### src/rtl/msmv_pkg.sv
// Package: shared types and constants for the masked sparse matvec block.
`default_nettype none
package msmv_pkg;

  localparam int VECTOR_DEPTH = 1024;
  localparam int ADDR_W       = $clog2(VECTOR_DEPTH);
  localparam int CFG_IDX_W    = 2;

  // opcodes of an input beat
  localparam logic [1:0] OP_LOAD  = 2'd0;
  localparam logic [1:0] OP_ENTRY = 2'd1;
  localparam logic [1:0] OP_EMPTY = 2'd2;

  // configuration register indexes
  localparam logic [CFG_IDX_W-1:0] REG_THRESHOLD = 2'd0;
  localparam logic [CFG_IDX_W-1:0] REG_OLD_SCALE = 2'd1;
  localparam logic [CFG_IDX_W-1:0] REG_PROD_SCALE = 2'd2;

  // classified command kinds
  localparam logic [1:0] KIND_LOAD  = 2'd0;
  localparam logic [1:0] KIND_ENTRY = 2'd1;
  localparam logic [1:0] KIND_EMPTY = 2'd2;

  typedef struct packed {
    logic [1:0]         opcode;
    logic [9:0]         column;
    logic [9:0]         row;
    logic signed [31:0] value;
    logic signed [31:0] mask_value;
    logic signed [31:0] old_out;
    logic               last_in_row;
  } in_item_t;

  typedef struct packed {
    logic [9:0]         out_row;
    logic signed [31:0] new_out;
    logic               saturated;
  } out_item_t;

  typedef struct packed {
    logic [1:0]         kind;
    logic [9:0]         column;
    logic [9:0]         row;
    logic signed [31:0] value;
    logic signed [31:0] mask_value;
    logic signed [31:0] old_out;
    logic               last_in_row;
  } cmd_t;

endpackage
`default_nettype wire

### src/rtl/msmv_front.sv
// Front end: takes input beats, classifies them and queues commands.
`default_nettype none
module msmv_front (
  input  wire logic              clk,
  input  wire logic              rst,
  input  wire logic              in_valid,
  output logic                   in_ready,
  input  wire msmv_pkg::in_item_t in_data,
  output logic                   q_valid,
  output msmv_pkg::cmd_t         q_head,
  input  wire logic              q_pop
);

  msmv_pkg::cmd_t entries [2];
  logic       wr_ptr;
  logic       rd_ptr;
  logic [1:0] count;
  logic       push;
  logic       keep;
  msmv_pkg::cmd_t cmd;

  // classify: unused opcode is dropped
  always_comb begin
    cmd.column      = in_data.column;
    cmd.row         = in_data.row;
    cmd.value       = in_data.value;
    cmd.mask_value  = in_data.mask_value;
    cmd.old_out     = in_data.old_out;
    cmd.last_in_row = in_data.last_in_row;
    keep            = 1'b1;
    case (in_data.opcode)
      msmv_pkg::OP_LOAD:  cmd.kind = msmv_pkg::KIND_LOAD;
      msmv_pkg::OP_ENTRY: cmd.kind = msmv_pkg::KIND_ENTRY;
      msmv_pkg::OP_EMPTY: cmd.kind = msmv_pkg::KIND_EMPTY;
      default: begin
        cmd.kind = msmv_pkg::KIND_LOAD;
        keep     = 1'b0;
      end
    endcase
  end

  assign in_ready = (count != 2'd2);
  assign push     = in_valid && in_ready && keep;
  assign q_valid  = (count != 2'd0);
  assign q_head   = entries[rd_ptr];

  // two-entry queue
  always_ff @(posedge clk) begin
    if (push) begin
      entries[wr_ptr] <= cmd;
    end
    if (rst) begin
      wr_ptr <= 1'b0;
      rd_ptr <= 1'b0;
      count  <= 2'd0;
    end else begin
      if (push) begin
        wr_ptr <= ~wr_ptr;
      end
      if (q_pop) begin
        rd_ptr <= ~rd_ptr;
      end
      count <= count + {1'b0, push} - {1'b0, q_pop};
    end
  end

endmodule
`default_nettype wire

### config.mk
export PLATFORM = sky130hd
export DESIGN_NAME = msmv_front
export DESIGN_NICKNAME = d
export VERILOG_FILES = /design/src/rtl/msmv_pkg.sv /design/src/rtl/msmv_front.sv
export SDC_FILE = /design/constraint.sdc
export NUM_CORES = 1
export LEC_CHECK = 0
export ABC_AREA = 1
export BUFFER_PORTS_ARGS = -buffer_cell sky130_fd_sc_hd__buf_2
export CORE_ASPECT_RATIO = 1.75
export CORE_UTILIZATION = 52
export CTS_CLUSTER_DIAMETER = 80
export DETAILED_ROUTE_END_ITERATION = 7
export PLACE_DENSITY = 0.91
export SLEW_MARGIN = 40
export SYNTH_ARGS = -nofsm -noshare
export SYNTH_HDL_FRONTEND = slang
export SYNTH_SLANG_ARGS = --single-unit
### constraint.sdc
create_clock -name clk -period 7.5 [get_ports clk]
set_input_delay 0.375 -clock clk [delete_from_list [all_inputs] [get_ports clk]]
set_output_delay 0.375 -clock clk [all_outputs]
set_load 0.01 [all_outputs]
==> results of run 1 <==
## power groups by stage
stage	Combinational [mW]	Sequential [mW]	Clock, mW
floorplan	0.214	1.66	0
global placement	0.328	1.65	0
detailed placement	0.342	1.66	0
CTS	0.344	1.63	1.03
global route	0.378	1.63	1.07
finish	0.352	1.62	1.00
## stage by stage
step	instance area [sq um]	total power, mW
2_1_floorplan	8900	1.87
3_3_place_gp	10300	1.98
3_5_place_dp	10300	2.00
4_1_cts	10900	3.01
5_1_grt	11000	3.08
6_report	11000	2.98
## worst paths after layout
check / from / to / cells after the start
worst max register to register: count[0] / entries[1][25] / 6
worst min-delay path: in_data[30] / entries[0][30] / 1
worst max-delay path: register / q_head[66] / 4
worst min register to register: rd_ptr / rd_ptr / 2
## area by class of cell
class | count | share of cell area
Tap cell | 227 | 0.0259
Sequential cell | 243 | 0.662
Inverter | 8 | 0.00274
Clock buffer | 25 | 0.0493
Timing Repair Buffer | 249 | 0.117
Clock inverter | 12 | 0.00913
Antenna cell | 2 | 0.000457
Multi-Input combinational cell | 143 | 0.134
## registers in the layout, indices dropped and copies added (netlist names), named ones only
register,flops
count,2
rd_ptr,1
entries,238
wr_ptr,1
## cell families (layout without fill, tap and decap cells)
logic type,count (synthesis),in the layout,synth area share
AOI/OAI and AO/OA,1,1,0.000562
xor gates and xnor gates,2,2,0.00197
adders and majority gates,1,1,0.00141
buffers and inverters,21,294,0.0229
DFF,243,243,0.814
muxes,119,119,0.151
other,0,2,0
and+or+nand+nor,20,20,0.00871
## placed cells by master (no fill, tap or decap), drive strengths merged
cell type / n
diode: 2
nand3: 2
dfxtp: 5
a21oi: 1
edfxtp: 238
xnor2: 2
clkinvlp: 3
clkinv: 7
inv: 9
buf: 249
nand2: 9
bufinv: 1
ha: 1
mux2: 119
clkbuf: 25
nor2: 9
## worst max-delay path, delay by kind of cell (launching register included)
kind | cells | cell delay (ps)
multiplexers | 1 | 420
buffers and inverters | 3 | 1060
flip-flops | 1 | 520
## metal layers
layer | track usage | part of all wire
met2 | 0.346 | 0.55
met5 | 0 | 0.0020
met4 | 0.101 | 0.054
met3 | 0.0412 | 0.062
met1 | 0.178 | 0.33
==> out/qor.csv, run 1 <==
metric,value,unit
status,"finished, final reports clean",
period utilisation layout,0.393,
Core Region,16900,sq um
power per cell area,272,nW/um^2
DR WL/cell,18.4,microns
initial antenna violation count,5,
H-tree depth,1,
first-pass GRT wire length,24300,microns
leading area contributor after synthesis,edfxtp_1,
sequential fraction of the synthesis area,0.814,
vias,4606,
Post-DRT Antenna Nets,0,
synth warn,0,
P&R area growth vs syn,23.1,%
initial DRC count,190,
DRC,0,
gpl congestion,0.742,
RSZ-0062 raised after global routing,no,
P_sw,665,uW
cell-internal power,2.31,mW
Final Critical Period,2950,ps
CTS Hold Bufs,0,
Cell variety after synth,12,
setup TNS,0,ps
num rows,63,
Port Buffers,243,
CTS buffer count,21,
Startpoint Class,register,
Max Slew Vio Count,0,
synthesized area per cell,21.9,sq um
initial cell density of the core,0.528,
crit path max fanout,56,
CP cell instances,buf_12 -> buf_4 -> mux2_2 -> buf_2,
die footprint,17700,sq um
Mapped Nets,531,
crit-path max cell delay,630,ps
CTS tree,built,
Hold/Removal Path Class,in2reg,
reg2reg setup slack,4920,ps
vias in the first global route,4954,
Multi-input gate area,1470,sq um
Chip Height,175,microns
register area,7250,sq um
clock buffer depth,3,
ys async rst share,0,
fraction of layout cells with a size suffix above 1,0.590,
"count leader, synth",edfxtp_1,
sw frac,0.224,
Min Hold Slack,75.2,ps
"CTS clk-pin slew, worst paths",70,ps
clock skew,7.50,ps
I/O pin cnt,244,
post-synthesis cell count,407,
max-cap viol count,0,
main area contributors after synthesis,"edfxtp_1, mux2_2, clkbuf_8",
Chip Width,101,microns
post-synth top area share,0.803,
#FFs+latches synth,243,
largest net degree at the start of global routing,65,
Peak Freq,0.339,GHz
leakage power,4.07,nW
Overflow after GRT,0,
"Core Util, Final",0.650,
post-CTS setup buffer count,0,
combinational share of power,0.118,
worst slew pin tran,813,ps
# resized after CTS,0,
Critical Path Slowest Stage Cell,buf_4,
Pre-antenna DRT Iters,4,
gr usage total,0.183,
final hold viol count,0,
Post-synth top flop,edfxtp_1,
vias per inst,5.07,
Crit. End Element,output pin,
Clk network pwr share,0.336,
"EDFF count, synth",238,
"crit path setup slack, layout",4550,ps
HPWL Detailed,11400,microns
root buffer cell,clkbuf_16,
Sink Count,243,
Final Setup Violations,0,
DRT Wirelength,16700,microns
sequential share of power,0.545,
Syn Std Cell Area,8900,sq um
VDD IR-drop max,219,uV
nets@finish,790,
most frequent cells after synthesis,"edfxtp_1, mux2_2, clkbuf_8, nand2_1, nor2_1",
critical path type,reg2out,
clk_lat worst skew,490,ps
Placed Cells,869,
crit path DAT,2570,ps
Layout fillers,1185,
fin cells,909,
Place WS,4630,ps
Worst EP required,7120,ps
max_slew headroom,0.458,
No activity file was read; power rests on OpenSTA's default activity.
==> run 2: changes to the inputs <==
==> constraint.sdc (replaced) <==
create_clock -name clk -period 3 [get_ports clk]
set_input_delay 0.15 -clock clk [delete_from_list [all_inputs] [get_ports clk]]
set_output_delay 0.15 -clock clk [all_outputs]
set_load 0.01 [all_outputs]
==> run 2 against run 1 <==
Worst setup slack worse by 3900 ps. Combinational power rose to 3.0 times the previous value. Clock skew up 21 ps. Via count up 15%. Final area up 11%. Final cell count up 13%. Sequential share of layout area down 6.4 points. Utilization up 7.0 points. Clock power up 150%. Total power rose to 2.5 times the previous value. First-iteration DRC count up 57%. Hold slack better by 230 ps. Critical endpoint is now q_head[87]. Largest cell class unchanged.
==> out/qor.csv, run 2 (synthesis gave the netlist of run 1 again) <==
metric,value,unit
Post-DRT Antenna Nets,0,
DRT Wirelength,21100,microns
clock buffer depth,3,
Chip Width,101,microns
Peak Freq,0.427,GHz
Max Slew Vio Count,0,
Port Buffers,243,
vias,5286,
r2r endpoint,entries[0][74],
Core Region,16900,sq um
leakage power,4.58,nW
vias in the first global route,5957,
VDD IR-drop max,674,uV
root buffer cell,clkbuf_16,
Crit. End Element,output pin,
Multi-input gate area,1470,sq um
Final Setup Violations,0,
Critical Path Sink,q_head[87],
DR WL/cell,20.5,microns
P&R area growth vs syn,36.4,%
Startpoint Class,register,
# resized after CTS,0,
clk_lat worst skew,500,ps
R2R Path Start,count[0],
period utilisation layout,0.781,
"commonest cells after routing, fill and taps aside","buf_2, edfxtp_1, dlygate4sd3_1",
Chip Height,175,microns
initial DRC count,298,
fraction of layout cells with a size suffix above 1,0.498,
Reg with most FFs,entries,
H-tree depth,1,
initial cell density of the core,0.528,
"commonest non-fill, non-tap cell in the layout",buf_2,
CP cell instances,buf_4 -> mux2_2 -> buf_2,
DRC,0,
vias per inst,5.14,
max FFs per register,238,
Hold/Removal Path Class,in2reg,
gr usage total,0.235,
CTS tree,built,
Sink Count,243,
final hold viol count,0,
Hold Crit Depth,4,
critical path type,reg2out,
crit-path max cell delay,640,ps
HPWL Detailed,11800,microns
CTS buffer count,21,
Min Hold Slack,310,ps
RSZ-0062 raised after global routing,no,
max-cap viol count,0,
max_slew headroom,0.447,
status,"finished, final reports clean",
gpl congestion,0.766,
Overflow after GRT,0,
register area,7250,sq um
Worst EP required,2850,ps
I/O pin cnt,244,
largest net degree at the start of global routing,63,
Layout fillers,997,
Place WS,980,ps
die footprint,17700,sq um
Final Critical Period,2340,ps
initial antenna violation count,1,
power per cell area,624,nW/um^2
Pre-antenna DRT Iters,4,
R2R depth,5,
worst slew pin tran,830,ps
Critical Path Slowest Stage Cell,dfxtp_4,
Largest regs,"entries (238), count (2)",
crit path max fanout,32,
"crit path setup slack, layout",657,ps
first-pass GRT wire length,30500,microns
nets@finish,911,
"CTS clk-pin slew, worst paths",70,ps
crit path DAT,2190,ps
num rows,63,
clock skew,28.3,ps
reg2reg setup slack,820,ps
-- run 2: changes by cell type in the layout (fill, tap and decap cells not counted) --
cell           previous run  this run
dlygate4sd3_1             0       121
clkinv_1                  3         6
buf_6                     2         0
clkinvlp_4                3         1
buf_12                    1         2
buf_4                     3         4
bufinv_16                 1         0
clkbuf_1                  4         3
clkinv_2                  2         3
clkinv_4                  2         1
diode_2                   2         1
inv_8                     0         1
-- run 2: routing by layer --
metal / vias up / part of all wire / global-route usage
met5: - / 0 / 0
met4: 0 / 0.054 / 0.137
met3: 82 / 0.046 / 0.0388
met2: 233 / 0.58 / 0.470
met1: 2610 / 0.32 / 0.209
li1: 2361 / - / -
-- run 2: worst min path at each step --
stage,from,slack (ps),endpoint
floorplan,rst,220,count[0]
CTS,in_valid,290,wr_ptr
global placement,in_data[61],340,entries[1][61]
finish,in_valid,310,count[1]
detailed placement,in_data[16],340,entries[1][16]
global route,in_valid,340,count[1]
-- run 2: timing repair --
item	in CTS	in global routing
endpoints found under the hold margin	243	0
hold buffers	121	0
setup buffers	0	0
-- run 2: cell type report --
type	count	share of cell area
Clock buffer	24	0.0442
Antenna cell	1	0.000206
Timing Repair Buffer	370	0.206
Clock inverter	13	0.00608
Tap cell	227	0.0234
Sequential cell	243	0.597
Inverter	8	0.00247
Multi-Input combinational cell	143	0.121
-- run 2: power breakdown --
group	leakage, nW	total [mW]	internal (mW)	switching (mW)
registers	2.24	4.07	3.99	0.0759
clock network	0.298	2.46	1.30	1.16
logic	2.04	1.05	0.504	0.546
total	4.58	7.58	5.79	1.78
-- run 2: critical path, delay by kind of cell (launching register included) --
family	cells	cell delay (ps)
multiplexers	1	420
flip-flops	1	640
buffers and inverters	2	630
-- run 2: through the flow --
step	total power, mW	cell area, sq um	std cells	utilization	setup TNS [ps]
floorplan	4.66	8910	407	-	-303400
global placement	4.97	10300	870	0.612	0
detailed placement	5.03	10300	870	0.612	0
CTS	7.56	12100	1028	0.720	0
global route	7.81	12100	1029	0.720	0
finish	7.58	12100	1029	0.720	0
==> run 3: changes to the inputs <==
--- a/config.mk
+++ b/config.mk
@@ -5,7 +5,7 @@
 export SDC_FILE = /design/constraint.sdc
 export NUM_CORES = 1
 export LEC_CHECK = 0
-export ABC_AREA = 1
+export ABC_AREA = 0
 export BUFFER_PORTS_ARGS = -buffer_cell sky130_fd_sc_hd__buf_2
 export CORE_ASPECT_RATIO = 1.75
 export CORE_UTILIZATION = 52
==> constraint.sdc (replaced) <==
create_clock -name clk -period 2.4 [get_ports clk]
set_input_delay 0.12 -clock clk [delete_from_list [all_inputs] [get_ports clk]]
set_output_delay 0.12 -clock clk [all_outputs]
set_load 0.01 [all_outputs]
==> run 3 against run 2 <==
Global-route usage down 0.50 points. Flip-flop and latch count unchanged. Clock power up 32%. Sequential power up 27%. Die area down 0.24%. Combinational power up 35%. Critical endpoint is now q_head[98]. Largest power group unchanged.
==> out/qor.csv, run 3 <==
metric,value,unit
Overflow after GRT,0,
power per cell area,802,nW/um^2
"commonest cells after routing, fill and taps aside","buf_2, edfxtp_1, dlygate4sd3_1",
num rows,62,
initial antenna violation count,1,
clock skew,9.71,ps
largest family of logic cells by synthesized area,multiplexers,
crit path max fanout,50,
first-pass GRT wire length,30000,microns
root buffer cell,clkbuf_16,
synthesized area per cell,22.2,sq um
Cell variety after synth,21,
Port Buffers,243,
fraction of layout cells with a size suffix above 1,0.497,
die footprint,17600,sq um
Hold/Removal Path Class,in2reg,
crit-path max cell delay,670,ps
Chip Width,101,microns
critical path type,reg2out,
CP cell instances,buf_12 -> mux2_2 -> buf_2,
Core Region,16500,sq um
register area,7250,sq um
post-synthesis compound-gate area fraction,0.00493,
Place WS,652,ps
# resized after CTS,0,
most frequent cells after synthesis,"edfxtp_1, mux2_2, mux2_1, buf_6, dfxtp_1",
gpl congestion,0.799,
leakage power,4.60,nW
post-synthesis cell count,400,
Hold Crit Depth,2,
initial DRC count,185,
Crit. End Element,output pin,
max FFs per register,238,
"CTS clk-pin slew, worst paths",60,ps
P&R area growth vs syn,38.0,%
Max Slew Vio Count,0,
clk_lat worst skew,490,ps
Worst EP required,2280,ps
Largest regs,"entries (238), count (2)",
ys async rst share,0,
CTS Hold Bufs,120,
Pre-antenna DRT Iters,4,
vias in the first global route,5897,
"crit path setup slack, layout",204,ps
DR WL/cell,19.8,microns
CTS buffer count,22,
simple-gate share of the synthesized area,0.00704,
Mapped Nets,524,
DRC,0,
fraction of the mapped netlist area in adder cells,0.00141,
final hold viol count,0,
largest net degree at the start of global routing,85,
CTS tree,built,
multiplexer share of the synthesized area,0.151,
VDD IR-drop max,603,uV
Post-DRT Antenna Nets,0,
clock buffer depth,3,
Multi-input gate area,1510,sq um
Sink Count,243,
leading area contributor after synthesis,edfxtp_1,
"commonest non-fill, non-tap cell in the layout",buf_2,
I/O pin cnt,244,
max-cap viol count,0,
"count leader, synth",edfxtp_1,
period utilisation layout,0.915,
HPWL Detailed,11800,microns
Reg with most FFs,entries,
#FFs+latches synth,243,
worst slew pin tran,500,ps
Critical Path Slowest Stage Cell,dfxtp_4,
post-synth top area share,0.805,
main area contributors after synthesis,"edfxtp_1, mux2_2, mux2_1",
Tot Pwr,9.83,mW
vias per inst,5.07,
Chip Height,175,microns
R2R depth,4,
Startpoint Class,register,
max_slew headroom,0.667,
Post-synth top flop,edfxtp_1,
Syn Std Cell Area,8880,sq um
sequential fraction of the synthesis area,0.816,
Peak Freq,0.455,GHz
H-tree depth,1,
"EDFF count, synth",238,
status,"finished, final reports clean",
initial cell density of the core,0.538,
DRT Wirelength,20100,microns
gr usage total,0.230,
crit path DAT,2080,ps
XOR/XNOR Fraction of Synth Area,0.00296,
Final Setup Violations,0,
synth warn,0,
post-CTS setup buffer count,0,
vias,5171,
nets@finish,905,
Layout fillers,930,
Final Critical Period,2200,ps
RSZ-0062 raised after global routing,no,
run 3: changes by cell type after synthesis, sizes merged, moves of 2 or more:
cell    delta
a21bo      +2
nor2b      +3
inv        -4
clkbuf    -11
buf       +11
nand3      -2
nor2       -5
nand2      -9
o21ai      +2
run 3: kinds of logic after synthesis:
| logic type | after synthesis |
|---|---|
| compound gates | 6 |
| xor+xnor | 3 |
| fa+ha+maj | 1 |
| buf+inv | 17 |
| flops | 243 |
| mux | 119 |
| simple gates | 11 |
run 3: area by class of cell:
cell class / instances / area share
clock inverter: 10 / 0.00592
inverter: 4 / 0.00153
sequential: 243 / 0.592
antenna: 1 / 0.000204
clock buffer: 27 / 0.0482
tap: 224 / 0.0229
multi-input combinational: 140 / 0.123
timing repair buffer: 370 / 0.207
run 3: worst paths after layout:
path | start | end | slack (ps)
min | in_data[118] | entries[0][118] | 50
max | register | q_head[98] | 200
min reg2reg | wr_ptr | wr_ptr | 510
max reg2reg | count[0] | entries[0][28] | 620
run 3: report_power, final:
group / internal (mW) / switching (mW) / leakage, nW / total [mW]
Combinational: 0.691 / 0.728 / 2.04 / 1.42
Sequential: 5.05 / 0.112 / 2.24 / 5.16
Clock: 1.85 / 1.40 / 0.324 / 3.25
run 3: worst max-delay path: cells and delay by family, from the launching register on:
family                 cells  cell delay [ps]
flip-flops                 1              670
buffers and inverters      2              480
multiplexers               1              400
run 3: metrics by stage:
stage | TNS (ps) | util | instances | hold WS, ps | cell area (sq um)
detailed placement | 0 | 0.629 | 861 | 311 | 10400
CTS | 0 | 0.742 | 1018 | 32.9 | 12300
floorplan | -89530 | - | 400 | 189 | 8910
global placement | 0 | 0.629 | 861 | 309 | 10400
global route | 0 | 0.742 | 1019 | 43.9 | 12300
finish | 0 | 0.742 | 1019 | 50.6 | 12300
run 3: routing by layer:
layer / up-vias / global-route usage / routed length, microns
li1: 2344 / - / -
met1: 2530 / 0.218 / 6520
met3: 67 / 0.0416 / 1060
met5: - / 0 / 0
met2: 230 / 0.454 / 11700
met4: 0 / 0.114 / 884
